**src/sv/qmn_pkg.sv**
```systemverilog
// Shared types and widths for the normalized quaternion product core.
// No dependencies; imported by every module of the block.
package qmn_pkg;

    localparam int COMP_W    = 16;
    localparam int FRAC_BITS = COMP_W - 2;
    localparam int PRE_SHIFT = (COMP_W > 30) ? 2 : 0;
    localparam int PROD_W    = 2 * COMP_W - PRE_SHIFT;
    localparam int SUM_W     = PROD_W + 2;
    localparam int MAG_W     = SUM_W;
    localparam int LEN_W     = $clog2(MAG_W + 1);
    localparam int NORM_BITS = 30;
    localparam int SQ_W      = 2 * NORM_BITS;
    localparam int Q_W       = SQ_W + 2;
    localparam int RB        = NORM_BITS + 1;
    localparam int QB        = FRAC_BITS + 2;
    localparam int NUM_W     = NORM_BITS + FRAC_BITS + 1;
    localparam int DIV_W     = RB + QB;
    localparam int QUEUE_DEPTH = 4;

    typedef struct packed {
        logic signed [COMP_W-1:0] a_w;
        logic signed [COMP_W-1:0] a_x;
        logic signed [COMP_W-1:0] a_y;
        logic signed [COMP_W-1:0] a_z;
        logic signed [COMP_W-1:0] b_w;
        logic signed [COMP_W-1:0] b_x;
        logic signed [COMP_W-1:0] b_y;
        logic signed [COMP_W-1:0] b_z;
    } t_in;

    typedef struct packed {
        logic signed [COMP_W-1:0] out_w;
        logic signed [COMP_W-1:0] out_x;
        logic signed [COMP_W-1:0] out_y;
        logic signed [COMP_W-1:0] out_z;
        logic                     zero_magnitude;
    } t_out;

    // raw Hamilton product handed from front to back
    typedef struct packed {
        logic [3:0][SUM_W-1:0] p;
        logic                  zero;
    } t_prod;

endpackage

```
**src/sv/qmn_queue.sv**
```systemverilog
// Short queue between front and back ends.
// Depends on qmn_pkg.
module qmn_queue
    import qmn_pkg::*;
(
    input  logic  i_clk,
    input  logic  i_rst_n,
    input  logic  i_push,
    input  t_prod i_data,
    output logic  o_full,
    input  logic  i_pop,
    output t_prod o_data,
    output logic  o_empty
);

    localparam int PTR_W = $clog2(QUEUE_DEPTH);

    t_prod             r_mem [QUEUE_DEPTH];
    logic [PTR_W-1:0]  r_wp, r_rp;
    logic [PTR_W:0]    r_cnt;
    logic              do_push, do_pop;

    assign o_full  = (r_cnt == (PTR_W+1)'(QUEUE_DEPTH));
    assign o_empty = (r_cnt == '0);
    assign do_push = i_push && !o_full;
    assign do_pop  = i_pop && !o_empty;
    assign o_data  = r_mem[r_rp];

    always_ff @(posedge i_clk) begin
        if (!i_rst_n) begin
            r_wp  <= '0;
            r_rp  <= '0;
            r_cnt <= '0;
        end else begin
            if (do_push) r_wp <= r_wp + 1'b1;
            if (do_pop)  r_rp <= r_rp + 1'b1;
            r_cnt <= r_cnt + (PTR_W+1)'(do_push) - (PTR_W+1)'(do_pop);
        end
    end

    always_ff @(posedge i_clk) begin
        if (do_push) r_mem[r_wp] <= i_data;
    end

endmodule

```
**config.mk**
```make
export PLATFORM = sky130hd
export DESIGN_NAME = qmn_queue
export DESIGN_NICKNAME = d
export VERILOG_FILES = /design/src/sv/qmn_pkg.sv /design/src/sv/qmn_queue.sv
export SDC_FILE = /design/constraint.sdc
export NUM_CORES = 1
export LEC_CHECK = 0
export ABC_CLOCK_PERIOD_IN_PS = 12470
export BUFFER_PORTS_ARGS = -buffer_cell sky130_fd_sc_hd__buf_2
export CORE_ASPECT_RATIO = 1.2
export CORE_MARGIN = 5
export CORE_UTILIZATION = 30
export CTS_CLUSTER_DIAMETER = 30
export DETAILED_ROUTE_END_ITERATION = 16
export PLACE_DENSITY = 0.55
export SETUP_SLACK_MARGIN = 0.5
export SLEW_MARGIN = 20
export SYNTH_ARGS = -nofsm -noshare
export SYNTH_HDL_FRONTEND = slang
export SYNTH_SLANG_ARGS = --single-unit
```
**constraint.sdc**
```tcl
create_clock -name i_clk -period 12.47 [get_ports i_clk]
set_clock_uncertainty 0.2 [all_clocks]
set_input_delay 3.1175 -clock i_clk [delete_from_list [all_inputs] [get_ports i_clk]]
set_output_delay 3.1175 -clock i_clk [all_outputs]
set_load 0.03 [all_outputs]
```
==> metrics.cfg <==
[clocking]
cts_setup_buffers=0
number_of_buffers_added_by_the_clock_tree_synthesis_step=105
postCtsHoldBufs=0
cts_sinks=557
clockBufferDepth=3
ctsRootBufferMaster=sky130_fd_sc_hd__clkbuf_16
path_clk_slew_ns=0.04
post_cts.resized_instances=0
clock_latency_ns=0.62
clock_tree.htree_level_count=3
cts_tree=done

[power]
irDropWorstVdd_uv=132
power.share.combinational_pct=20.4
pwr-share-clk_pct=42.2
p_int_mw=4.47
switching_share_pct=28.5
fin_total_pwr_mw=6.25
power.sequential.fraction_pct=37.4
power.switching_mw=1.78
power-per-cell-area_nw_per_um2=239
power_leakage_nw=8.77

[synth]
ys_types=22
yosysSeqAreaShare_pct=82.3
ys_ff_latch=557
syn_nets=914
synthesis.yosys.warnings=0
synthesis.area_per_instance_um2=26.4
synth.cell_area_um2=20200
synthesis.instances=766

[global_routing]
number_of_antenna_violations_at_the_first_check_in_global_routing=6
grt_pass1_vias=10300
grt_start_max_net_pins=71
grt_first_pass_wirelength_mm=63.9
grt_use_total_pct=11.6
overflow=0

[routing]
antenna_left=0
route.detailed.drc=0
detail_route.wirelength_mm=43.0
detailroute.via_count=9330
drt-initial-drc-count=501
firstDrtPassIters=5
avgViaCountPerCell=4.40
wire_length_per_cell_after_detailed_routing_um=20.3

[sta]
worst-slew-pin-transition_ns=1.09
timing.final.setup_violations=0
fin_crit_ns=6.94
max-slew-margin-rel_pct=27.5
timing.setup.tns_ns=0
final.setup.worst_slack_ns=5.53
slew_violations=0
finalCritPeriodShare_pct=55.7
max_freq_mhz=144
number_of_hold_violations_in_the_final_report=0
rsz0062_at_grt=false

[worst_hold_path]
hold_path_class=flip-flop to flip-flop

[setup_path]
setup.worst_path.end_class=output pin
timing.critical_path.mode_cell=sky130_fd_sc_hd__buf_4
critical_path_class=flip-flop to output pin
cp_slowest_stage_delay_ns=0.77
cp.arrival_ns=3.62
buf_inv_stages_crit_path=3
worst-path-max-fanout=40
crit_family=buffers and inverters
startpoint_type=flip-flop
cp.required_ns=9.15
worstPathCellList=buf_4 > buf_4 > mux4_2 > buf_2
crit_path_top_delay_cell=sky130_fd_sc_hd__buf_4

[final_layout]
drive_gt1_share_pct=48.2
fillCellCount=6003
multiInputGateArea_um2=3360
area_growth_pct=29.0
num-nets-final=1283
register_area_um2=16600

[place]
dp.final_hpwl_mm=25.3
place_ws_ns=5.81
finalWeightedCongestion=0.714
io_buffers=279

[floorplan]
die-width_um=247
design.core.area_um2=67000
initial_utilization_pct=30.2
io_pins=280
rows=104
fp.dieArea_um2=72700
die_height_um=294

[flow_run]
cap_viol_max_count=0

[outcome]
outcome=complete, no violations

## through the flow
| step | util [%] | cell area [um^2] | hold slack, ns | std cells |
|---|---|---|---|---|
| 6_report | 38.9 | 26100 | 0.299 | 2119 |
| 5_1_grt | 38.9 | 26100 | 0.341 | 2117 |
| 4_1_cts | 38.9 | 26100 | 0.301 | 2116 |
| 3_5_place_dp | 33.8 | 22700 | 0.293 | 1928 |
| 3_3_place_gp | 33.8 | 22600 | 0.272 | 1927 |
| 2_1_floorplan | - | 20200 | 0.261 | 766 |
## per-layer routing
metal  global-route usage (%)  vias to the layer above  part of all wire, %
met2                     18.8                      272                   50
met4                     4.51                        8                  2.5
li1                         -                     4087                    -
met3                     4.16                       83                  7.5
met5                        0                        -                 0.12
met1                     14.4                     4880                   40
## synth_stat cells
cell | instances | area share (%)
sky130_fd_sc_hd__nor3_1 | 1 | 0.025
sky130_fd_sc_hd__edfxtp_1 | 548 | 81
sky130_fd_sc_hd__inv_1 | 6 | 0.11
sky130_fd_sc_hd__nor2b_1 | 1 | 0.031
sky130_fd_sc_hd__xnor2_1 | 2 | 0.087
sky130_fd_sc_hd__ha_1 | 6 | 0.37
sky130_fd_sc_hd__and2b_1 | 1 | 0.037
sky130_fd_sc_hd__fa_1 | 1 | 0.099
sky130_fd_sc_hd__a21boi_0 | 1 | 0.037
sky130_fd_sc_hd__clkbuf_1 | 3 | 0.056
sky130_fd_sc_hd__or3_1 | 1 | 0.031
sky130_fd_sc_hd__o21ai_0 | 3 | 0.074
sky130_fd_sc_hd__mux2i_1 | 2 | 0.099
sky130_fd_sc_hd__buf_4 | 9 | 0.33
sky130_fd_sc_hd__dfxtp_1 | 9 | 0.89
sky130_fd_sc_hd__mux4_2 | 137 | 15
sky130_fd_sc_hd__nor3b_1 | 1 | 0.037
sky130_fd_sc_hd__buf_2 | 14 | 0.35
sky130_fd_sc_hd__nand2_1 | 6 | 0.11
sky130_fd_sc_hd__or4bb_1 | 1 | 0.056
sky130_fd_sc_hd__and2_1 | 7 | 0.22
sky130_fd_sc_hd__buf_6 | 6 | 0.33
## cell families (layout without fill, tap and decap cells)
logic type	Yosys count	after routing	synth area share (%)
simple gates	19	19	0.544
mux	139	139	15.4
buf+inv	38	488	1.18
xor+xnor	2	2	0.0866
other cells	0	2	0
flops	557	557	82.3
compound gates	4	4	0.111
fa+ha+maj	7	7	0.470
## sequential cells by signal, summed over array words and instances, names as in the netlist, named ones only
| name | count |
|---|---|
| r_wp | 2 |
| r_rp | 2 |
| r_mem | 548 |
| r_cnt | 3 |
## final cells by class
class | count | area share [%]
diodes | 2 | 0.0192
clock buffers | 126 | 10.5
clock inverters | 62 | 2.54
inverters | 6 | 0.0863
multi-input cells | 171 | 12.9
flip-flops and latches | 557 | 63.8
well taps | 901 | 4.32
repair buffers | 294 | 5.94
## worst register-to-register path, cell delays in order (launching register included)
cell	delay [ns]
sky130_fd_sc_hd__dfxtp_1	0.32
sky130_fd_sc_hd__nor3b_1	0.23
sky130_fd_sc_hd__nor2b_1	0.66
sky130_fd_sc_hd__and2_4	0.60
sky130_fd_sc_hd__buf_4	0.62
sky130_fd_sc_hd__buf_4	0.57
sky130_fd_sc_hd__buf_16	0.32
## final timing paths
kind / start / depth (start not counted) / slack [ns] / end
hold reg to reg: r_rp[0]$_SDFFE_PN0P_ / 2 / 0.30 / r_rp[0]$_SDFFE_PN0P_
hold / removal: r_rp[0]$_SDFFE_PN0P_ / 2 / 0.30 / r_rp[0]$_SDFFE_PN0P_
setup / recovery: flip-flop / 4 / 5.53 / o_data[114]
setup reg to reg: r_cnt[2]$_SDFF_PN0_ / 6 / 8.54 / r_mem[1][15]$_DFFE_PP_
## power groups by stage
stage          clock, mW  sequential, mW  combinational, mW
4_1_cts             2.71            2.34               1.31
3_3_place_gp           0            2.37               1.30
6_report            2.64            2.34               1.27
3_5_place_dp           0            2.37               1.30
5_1_grt             2.81            2.35               1.36
2_1_floorplan          0            2.36              0.942
## cell usage in the layout, fill, tap and decap left out, types with 2 or more instances in the layout
| cell | n |
|---|---|
| sky130_fd_sc_hd__xnor2_1 | 2 |
| sky130_fd_sc_hd__dfxtp_4 | 2 |
| sky130_fd_sc_hd__diode_2 | 2 |
| sky130_fd_sc_hd__clkinv_2 | 11 |
| sky130_fd_sc_hd__clkbuf_1 | 20 |
| sky130_fd_sc_hd__o21ai_0 | 3 |
| sky130_fd_sc_hd__clkinv_4 | 6 |
| sky130_fd_sc_hd__bufinv_16 | 9 |
| sky130_fd_sc_hd__clkinvlp_4 | 8 |
| sky130_fd_sc_hd__mux2i_1 | 2 |
| sky130_fd_sc_hd__buf_16 | 2 |
| sky130_fd_sc_hd__buf_4 | 13 |
| sky130_fd_sc_hd__inv_1 | 6 |
| sky130_fd_sc_hd__clkinv_16 | 3 |
| sky130_fd_sc_hd__and2_1 | 3 |
| sky130_fd_sc_hd__and2_4 | 4 |
| sky130_fd_sc_hd__clkinv_1 | 19 |
| sky130_fd_sc_hd__dfxtp_1 | 7 |
| sky130_fd_sc_hd__buf_2 | 279 |
| sky130_fd_sc_hd__ha_1 | 6 |
| sky130_fd_sc_hd__mux4_2 | 137 |
| sky130_fd_sc_hd__edfxtp_1 | 548 |
| sky130_fd_sc_hd__nand2_1 | 6 |
| sky130_fd_sc_hd__inv_6 | 5 |
| sky130_fd_sc_hd__clkbuf_16 | 106 |
No activity file was read; power rests on OpenSTA's default activity.
